==> src/rtl/fsv_pkg.sv <==
`timescale 1ns / 1ps
// ----------------------------------------------------------------------------
// fsv_pkg
// Shared types and constants of the module file signature validator.
// ----------------------------------------------------------------------------
package fsv_pkg;

	// Sizes of the stored file and the list walks
	localparam int MAX_LEN_DEF      = 131072;
	localparam int LIST_ENTRIES_DEF = 256;
	localparam int SCAN_LIMIT_DEF   = 1024;

	// Widths fixed by the item fields and the 16-bit pointers
	localparam int BYTE_W  = 8;
	localparam int WORD_W  = 16;
	localparam int OFF_W   = 17;
	localparam int LEN_W   = 17;

	// Header layout
	localparam int MAGIC_LEN = 8;
	localparam logic [BYTE_W-1:0] MAGIC [MAGIC_LEN] = '{
		8'h54, 8'h42, 8'h53, 8'h41, 8'h30, 8'h2E, 8'h30, 8'h31
	};
	localparam logic [OFF_W-1:0] HDR_ORDER_OFF = 17'd8;
	localparam logic [OFF_W-1:0] HDR_INST_OFF  = 17'd16;
	localparam logic [OFF_W-1:0] HDR_SEG_OFF   = 17'd18;

	localparam logic [WORD_W-1:0] END_MARK  = 16'hFFFF;
	localparam logic [BYTE_W-1:0] SEG_END   = 8'hFF;
	localparam logic [OFF_W-1:0]  INST_SPAN = 17'd20;
	localparam logic [OFF_W-1:0]  PTR_SKIP  = 17'd2;

	typedef struct packed {
		logic [BYTE_W-1:0] byte_value;
		logic              last_byte;
	} request_t;

	typedef struct packed {
		logic             is_match;
		logic [LEN_W-1:0] data_length;
	} result_t;

	typedef enum logic [2:0] {
		ASEL_MAGIC,
		ASEL_HDR,
		ASEL_ENTRY,
		ASEL_CNT,
		ASEL_PTR,
		ASEL_SEG
	} addr_sel_t;

	typedef enum logic [1:0] {
		RAISE_NONE,
		RAISE_PTR,
		RAISE_INST,
		RAISE_SEG
	} raise_sel_t;

	typedef enum logic [1:0] {
		PH_ORDER,
		PH_INST,
		PH_SEG
	} list_phase_t;

	// Controller to datapath
	typedef struct packed {
		logic        write;
		logic        walk_init;
		addr_sel_t   addr_sel;
		logic        hi;
		list_phase_t phase;
		logic        lo_ld;
		logic        base_ld;
		logic        ent_ld;
		logic        cnt_ld;
		logic        inner_clr;
		logic        inner_inc;
		logic        idx_clr;
		logic        idx_inc;
		raise_sel_t  raise;
		logic        report;
		logic        pass;
	} cmd_t;

	// Datapath to controller
	typedef struct packed {
		logic addr_oob;
		logic magic_ok;
		logic magic_last;
		logic word_end;
		logic word_oob;
		logic byte_zero;
		logic byte_ff;
		logic ptr_last;
		logic scan_last;
		logic idx_last;
	} status_t;

endpackage

==> src/rtl/fsv_ctrl.sv <==
`timescale 1ns / 1ps
// ----------------------------------------------------------------------------
// fsv_ctrl
// Sequencer for loading and for the header, list and segment walk.
// ----------------------------------------------------------------------------
module fsv_ctrl (
	input  logic               clk,
	input  logic               arst_n,
	input  logic               start,
	input  logic               last_byte,
	input  fsv_pkg::status_t   status,
	output fsv_pkg::cmd_t      cmd,
	output logic               busy,
	output logic               done
);
	import fsv_pkg::*;

	typedef enum logic [16:0] {
		ST_LOAD      = 17'h00001,
		ST_MAGIC_RD  = 17'h00002,
		ST_MAGIC_USE = 17'h00004,
		ST_HDR_LO    = 17'h00008,
		ST_HDR_HI    = 17'h00010,
		ST_HDR_USE   = 17'h00020,
		ST_ENT_LO    = 17'h00040,
		ST_ENT_HI    = 17'h00080,
		ST_ENT_USE   = 17'h00100,
		ST_CNT_RD    = 17'h00200,
		ST_CNT_USE   = 17'h00400,
		ST_PTR_LO    = 17'h00800,
		ST_PTR_HI    = 17'h01000,
		ST_PTR_USE   = 17'h02000,
		ST_SEG_RD    = 17'h04000,
		ST_SEG_USE   = 17'h08000,
		ST_REPORT    = 17'h10000
	} ctrl_state_t;

	ctrl_state_t state_q, state_n;
	list_phase_t phase_q, phase_n;
	logic        pass_q, pass_n;
	logic        adv;
	logic        list_end;

	always_comb begin
		cmd           = '0;
		cmd.addr_sel  = ASEL_MAGIC;
		cmd.raise     = RAISE_NONE;
		cmd.phase     = phase_q;
		cmd.pass      = pass_q;
		state_n       = state_q;
		phase_n       = phase_q;
		pass_n        = pass_q;
		adv           = 1'b0;
		list_end      = 1'b0;

		unique case (state_q)
			ST_LOAD: begin
				cmd.write = start;
				if (start && last_byte) begin
					cmd.walk_init = 1'b1;
					phase_n       = PH_ORDER;
					state_n       = ST_MAGIC_RD;
				end
			end
			ST_MAGIC_RD: begin
				cmd.addr_sel = ASEL_MAGIC;
				state_n      = ST_MAGIC_USE;
			end
			ST_MAGIC_USE: begin
				if (!status.magic_ok) begin
					pass_n  = 1'b0;
					state_n = ST_REPORT;
				end else if (status.magic_last) begin
					state_n = ST_HDR_LO;
				end else begin
					cmd.inner_inc = 1'b1;
					state_n       = ST_MAGIC_RD;
				end
			end
			ST_HDR_LO: begin
				cmd.addr_sel = ASEL_HDR;
				state_n      = ST_HDR_HI;
			end
			ST_HDR_HI: begin
				cmd.addr_sel = ASEL_HDR;
				cmd.hi       = 1'b1;
				cmd.lo_ld    = 1'b1;
				state_n      = ST_HDR_USE;
			end
			ST_HDR_USE: begin
				cmd.base_ld = 1'b1;
				cmd.idx_clr = 1'b1;
				state_n     = ST_ENT_LO;
			end
			ST_ENT_LO: begin
				cmd.addr_sel = ASEL_ENTRY;
				state_n      = ST_ENT_HI;
			end
			ST_ENT_HI: begin
				cmd.addr_sel = ASEL_ENTRY;
				cmd.hi       = 1'b1;
				cmd.lo_ld    = 1'b1;
				state_n      = ST_ENT_USE;
			end
			ST_ENT_USE: begin
				cmd.ent_ld = 1'b1;
				if (status.word_end) begin
					list_end = 1'b1;
				end else if (phase_q == PH_ORDER) begin
					state_n = ST_CNT_RD;
				end else if (status.word_oob) begin
					pass_n  = 1'b0;
					state_n = ST_REPORT;
				end else if (phase_q == PH_INST) begin
					cmd.raise = RAISE_INST;
					adv       = 1'b1;
				end else begin
					cmd.inner_clr = 1'b1;
					state_n       = ST_SEG_RD;
				end
			end
			ST_CNT_RD: begin
				cmd.addr_sel = ASEL_CNT;
				state_n      = ST_CNT_USE;
			end
			ST_CNT_USE: begin
				cmd.cnt_ld    = 1'b1;
				cmd.inner_clr = 1'b1;
				if (status.byte_zero) begin
					adv = 1'b1;
				end else begin
					state_n = ST_PTR_LO;
				end
			end
			ST_PTR_LO: begin
				cmd.addr_sel = ASEL_PTR;
				state_n      = ST_PTR_HI;
			end
			ST_PTR_HI: begin
				cmd.addr_sel = ASEL_PTR;
				cmd.hi       = 1'b1;
				cmd.lo_ld    = 1'b1;
				state_n      = ST_PTR_USE;
			end
			ST_PTR_USE: begin
				cmd.raise = RAISE_PTR;
				if (status.ptr_last) begin
					adv = 1'b1;
				end else begin
					cmd.inner_inc = 1'b1;
					state_n       = ST_PTR_LO;
				end
			end
			ST_SEG_RD: begin
				cmd.addr_sel = ASEL_SEG;
				state_n      = ST_SEG_USE;
			end
			ST_SEG_USE: begin
				if (status.byte_ff) begin
					cmd.raise = RAISE_SEG;
					adv       = 1'b1;
				end else if (status.scan_last) begin
					pass_n  = 1'b0;
					state_n = ST_REPORT;
				end else begin
					cmd.inner_inc = 1'b1;
					state_n       = ST_SEG_RD;
				end
			end
			ST_REPORT: begin
				cmd.report = 1'b1;
				state_n    = ST_LOAD;
			end
			default: begin
				state_n = ST_LOAD;
			end
		endcase

		// Any byte read at or past the loaded length rejects the file
		if ((state_q == ST_MAGIC_RD || state_q == ST_HDR_LO || state_q == ST_HDR_HI ||
			state_q == ST_ENT_LO || state_q == ST_ENT_HI || state_q == ST_CNT_RD ||
			state_q == ST_PTR_LO || state_q == ST_PTR_HI || state_q == ST_SEG_RD) &&
			status.addr_oob) begin
			pass_n  = 1'b0;
			state_n = ST_REPORT;
		end

		// Advance to the next entry, or close this list and open the next one
		if (list_end || (adv && status.idx_last)) begin
			unique case (phase_q)
				PH_ORDER: begin
					phase_n = PH_INST;
					state_n = ST_HDR_LO;
				end
				PH_INST: begin
					phase_n = PH_SEG;
					state_n = ST_HDR_LO;
				end
				default: begin
					pass_n  = 1'b1;
					state_n = ST_REPORT;
				end
			endcase
		end else if (adv) begin
			cmd.idx_inc = 1'b1;
			state_n     = ST_ENT_LO;
		end
	end

	always_ff @(posedge clk or negedge arst_n) begin
		if (!arst_n) begin
			state_q <= ST_LOAD;
			phase_q <= PH_ORDER;
			pass_q  <= 1'b0;
		end else begin
			state_q <= state_n;
			phase_q <= phase_n;
			pass_q  <= pass_n;
		end
	end

	assign busy = state_q != ST_LOAD;
	assign done = state_q == ST_REPORT;

endmodule
==> config.mk <==
export PLATFORM = sky130hd
export DESIGN_NAME = fsv_ctrl
export DESIGN_NICKNAME = d
export VERILOG_FILES = /design/src/rtl/fsv_pkg.sv /design/src/rtl/fsv_ctrl.sv
export SDC_FILE = /design/constraint.sdc
export NUM_CORES = 1
export LEC_CHECK = 0
export ABC_AREA = 1
export BUFFER_PORTS_ARGS = -buffer_cell sky130_fd_sc_hd__buf_4
export CAP_MARGIN = 10
export CORE_UTILIZATION = 53
export CTS_CLUSTER_SIZE = 30
export DETAILED_ROUTE_END_ITERATION = 12
export GPL_TIMING_DRIVEN = 0
export MAX_ROUTING_LAYER = met4
export PLACE_DENSITY = 0.85
export SYNTH_ARGS = -nofsm -noshare
export SYNTH_HDL_FRONTEND = slang
export SYNTH_SLANG_ARGS = --single-unit
==> constraint.sdc <==
create_clock -name clk -period 2.1 [get_ports clk]
set_clock_uncertainty 0.05 [all_clocks]
set_input_delay 0.315 -clock clk [delete_from_list [all_inputs] [get_ports clk]]
set_output_delay 0.315 -clock clk [all_outputs]
set_load 0.1 [all_outputs]
==> impl_results.md, run 1 <==
* Status: aborted with a tool error
* Halt Stage: 4_1_cts
* First Err: [ERROR DPL-0038] Utilization greater than 100%, impossible to legalize
* Vert. Die Dim at approximately 55 µm
* Starting density of the core at a little under three fifths
* I/O pin total at 36
* Post-synth EDFFs at 0
* Clock buffer count from CTS at 3
* CTS Sinks at 20
* FF+latch count, synth at 20
* Post-CTS setup buffers at 38
* # port buffers at 35
* Die width at 54.6 µm
* Post-synth top area share at 32.5%
* Post-cts resize count at 103
* Mapped Area at roughly 0.0015 mm²
* Count leader, synth: nor2_1
* Yosys warning total at 0
* # rows at 18
* HPWL Detailed at 3290 µm
* # placed instances at 277
* Post-synth net total at 226
* Gpl congestion at 0.890
* Post-synth top cells: nor2_1 (40), nand2_1 (35), inv_1 (32), nand3_1 (20), dfrtp_1 (19)
* Synth async-reset ratio at between 90% and 100%
* Post-synth cell types at 30
* H-tree lvl count at 1
* Seq/Total Area, Yosys at about a third
* Largest area contributor in the netlist: dfrtp_1
* Ys flop type: dfrtp_1
* Synth area leaders: dfrtp_1 (32%), nor2_1 (10%), nand2_1 (9.0%), inv_1 (8.2%), nand3_1 (6.8%)
* Maximum clock path buffer count at 2
* Avg Cell Area, Syn at 6.91 µm²
* Dpl ws at -341 ps
* Clk root buf: clkbuf_4
* Hold-fix buffers, CTS at 1
* Synth Instances at 212
cells by family after synthesis:
family / Yosys count / synth area share [%]
buf+inv: 43 / 13.2
simple gates: 136 / 47.4
flops: 20 / 34.3
compound gates: 13 / 5.13
stage by stage:
stage	area [µm²]	TNS [ps]
floorplan	1670	-3860
global placement	1970	-432
detailed placement	1970	-693
==> run 2: changes to the inputs <==
--- a/config.mk
+++ b/config.mk
@@ -8,12 +8,10 @@
 export ABC_AREA = 1
 export BUFFER_PORTS_ARGS = -buffer_cell sky130_fd_sc_hd__buf_4
 export CAP_MARGIN = 10
-export CORE_UTILIZATION = 53
-export CTS_CLUSTER_SIZE = 30
+export CORE_UTILIZATION = 40
 export DETAILED_ROUTE_END_ITERATION = 12
 export GPL_TIMING_DRIVEN = 0
-export MAX_ROUTING_LAYER = met4
-export PLACE_DENSITY = 0.85
+export PLACE_DENSITY_LB_ADDON = 0.15
 export SYNTH_ARGS = -nofsm -noshare
 export SYNTH_HDL_FRONTEND = slang
 export SYNTH_SLANG_ARGS = --single-unit
==> run 2 against run 1 <==
Synthesized cell count did not move. Synthesized area did not move. The flow now finishes, with violations (negative setup slack).
==> impl_results.md, run 2 <==
* Status: finished, violations left
* Failing checks: negative setup slack
* Max FO, Critical Path at 5
* Mapped Area at 0.00146 mm² (unchanged)
* Latest clock arrival within the worst-skew pair at 320 ps
* Worst VDD drop at 0.539 mV
* Largest net degree at the start of global routing at 21
* Maximum clock path buffer count at 2 (unchanged)
* Count leader, synth: nor2_1
* Startpoint Class: flop
* Fraction of layout cells with a size suffix above 1 at 58.4%
* Avg Cell Area, Syn at 6.91 µm² (unchanged)
* Top Layer Used: met4
* CP arrival at 2140 ps
* Post-synth cell types at 30 (unchanged)
* Fin worst setup slack at -407 ps
* I/O pin total at 36 (unchanged)
* Worst-Margin Slew at around 380 ps
* Most frequent cells in the layout: buf_4 (53), inv_1 (25), nor2_1 (25)
* Metal3 WL at ~380 µm
* Met2 wire length at 2900 µm
* Yosys warning total at 0 (unchanged)
* Iteration-0 DRC count of the detailed router at 112
* Clk root buf: clkbuf_4
* Vias in the first global route at around 1,700
* Seq/Total Area, Yosys at 34.3% (unchanged)
* CP peak stage delay at 440 ps
* Post-synth top area share at 32.5% (unchanged)
* Pre-Repair DR Iteration Count at 4
* Antenna Nets Post-Route at 0
* Worst relative slew slack at 74.7%
* FF+latch count, synth at 20 (unchanged)
* Gr ovfl total at 0
* Area delta synth->final at 97.2%
* Avg WL per Cell at 16.9 µm
* Slew Viols, Final at 0
* CP dominant cell by count: nor2_4
* Clock share of power at 13.0%
* Synth area leaders: dfrtp_1 (32%), nor2_1 (10%), nand2_1 (9.0%), inv_1 (8.2%), nand3_1 (6.8%)
* Commonest non-fill, non-tap cell in the layout: buf_4
* Post-Route WL at 5820 µm
* Vert. Die Dim at 62.5 µm (+15%)
* HPWL Detailed at 2910 µm (-11%)
* Final Critical Period at roughly 2500 ps
* Largest area contributor in the netlist: dfrtp_1
* Final Cycle Share at 119%
* Post-synth net total at 226 (unchanged)
* Clock buffer count from CTS at 3 (unchanged)
* Antenna Cells at 0
* Register share of total power at approximately a quarter
* # rows at 21 (+3)
* Total GRT Usage at 27.2%
* Post-synth EDFFs at 0 (unchanged)
* Clock-pin slew on the worst setup and hold paths at 130 ps
* Regs by FF count: state_q: 17 flops, phase_q: 2 flops, pass_q: 1 flops
* CP bufs+invs at 3
* Fmax at 399 MHz
* Ys flop type: dfrtp_1
* Dpl ws at -328 ps (+12.7 ps)
* Gpl congestion at 0.829 (-6.8%)
* Synth Instances at 212 (unchanged)
* RSZ-0062 raised after global routing: true
* P_sw at 0.875 mW
* Power Total at 1.89 mW
* Via count at approximately 1,800
* Final Hold Fails at 0
* Critical Path Sink Type: output pin
* Slowest-stage cell, CP: dfrtp_1
* CTS Sinks at 20 (unchanged)
* # port buffers at 35 (unchanged)
* Placeable Area at about 0.0034 mm²
* Layout net count at 313
* Comb pwr share at 63.7%
* Drc violations at 0
* Die width at 62.5 µm (+15%)
* Hold Crit Class: input port to flop
* CP top delay family: simple AND/OR/NAND/NOR gates
* Critical path data required time at between 1500 and 2000 ps
* CTS tree: done
* Worst path cell trace: nor2_4 -> nand2_4 -> nor2_4 -> buf_8 -> nand4_1 -> nand2_1 -> nor2_4 -> or2_4 -> clkinvlp_4 -> buf_12
* Post-synth top cells: nor2_1 (40), nand2_1 (35), inv_1 (32), nand3_1 (20), dfrtp_1 (19)
* Largest register FFs at 17
* Met1 Routed Length at roughly 2200 µm
* Number of max-cap violations at 0
* Starting density of the core at 42.9% (-15 points)
* Internal power at 1.02 mW
* Synth async-reset ratio at 100% (unchanged)
* Total die area at 0.00391 mm²
* Lkg Pwr at 1.44 nW
* Global-route wire length before repair at 8310 µm
* Worst Setup Path Type: flop to output pin
* Reg with most FFs: state_q
* Setup violations, final at 29
* H-tree lvl count at 1 (unchanged)
* Vias/cell at between 5 and 6
* P per Cell Area at 655 mW/mm²
* Initial antenna violation count at 0
* Sw frac at about 46%
-- run 2: cell counts after synthesis --
Identical to the previous run, type by type.
-- run 2: power groups by stage --
stage / logic [mW] / clock network [mW] / registers [mW]
final: 1.20 / 0.246 / 0.441
after global routing: 1.25 / 0.271 / 0.443
after CTS: 1.02 / 0.233 / 0.442
after detailed placement: 0.734 / 0 / 0.457
after global placement: 0.733 / 0 / 0.456
after floorplan: 0.584 / 0 / 0.457
-- run 2: cell type report --
type | count | area, µm²
clock buffers | 4 | 36.3
well taps | 46 | 57.6
plain buffers | 7 | 78.8
multi-input cells | 149 | 1170
inverters | 36 | 159
repair buffers | 82 | 880
fillers | 198 | 529
flip-flops and latches | 20 | 504
-- run 2: worst paths after layout --
kind	to	slack, ps	start	depth (start not counted)
max	cmd[4]	-410	state_q[5]	10
min	state_q[3]	190	status[7]	3
max reg2reg	state_q[10]	-40	state_q[5]	13
min reg2reg	pass_q	500	pass_q	2
max in group asynchronous	state_q[0]	1380	arst_n	2
min in group asynchronous	state_q[16]	350	arst_n	2
-- run 2: what timing repair did --
item                                   4_1_cts  5_1_grt
endpoints found under the hold margin       19        0
setup endpoints to repair                   28       38
resized for setup                           83       42
pin swaps                                   20       15
buffers inserted                            36       13
hold buffers                                 1        0
gates cloned                                 0        0
-- run 2: per-layer routing --
layer  GRT usage [%]  vias up
met1            33.2      868
met2            49.0       93
met5               0        -
met4            7.85        0
li1                -      853
met3            4.01       28
-- run 2: stage by stage --
step	instances	area [µm²]	util (%)	setup TNS (ps)	hold WS, ps
2_1_floorplan	212	1670	-	-3860	-30.6
3_3_place_gp	293	1990	58.2	-585	167
3_5_place_dp	293	1990	58.2	-607	167
4_1_cts	333	2650	77.4	-2830	197
5_1_grt	344	2890	84.5	-6800	180
6_report	344	2890	84.5	-4460	193
-- run 2: cells by family after synthesis --
logic type / Yosys count / synth area share, %
DFF: 20 / 34.3
buffers and inverters: 43 / 13.2
and+or+nand+nor: 136 / 47.4
AOI/OAI and AO/OA: 13 / 5.13
-- run 2: tightest hold or removal path, cell delays in order --
cell and delay, ps:
buf_4 110, nand2_1 60, a21oi_1 60
No activity file was read; power rests on OpenSTA's default activity.
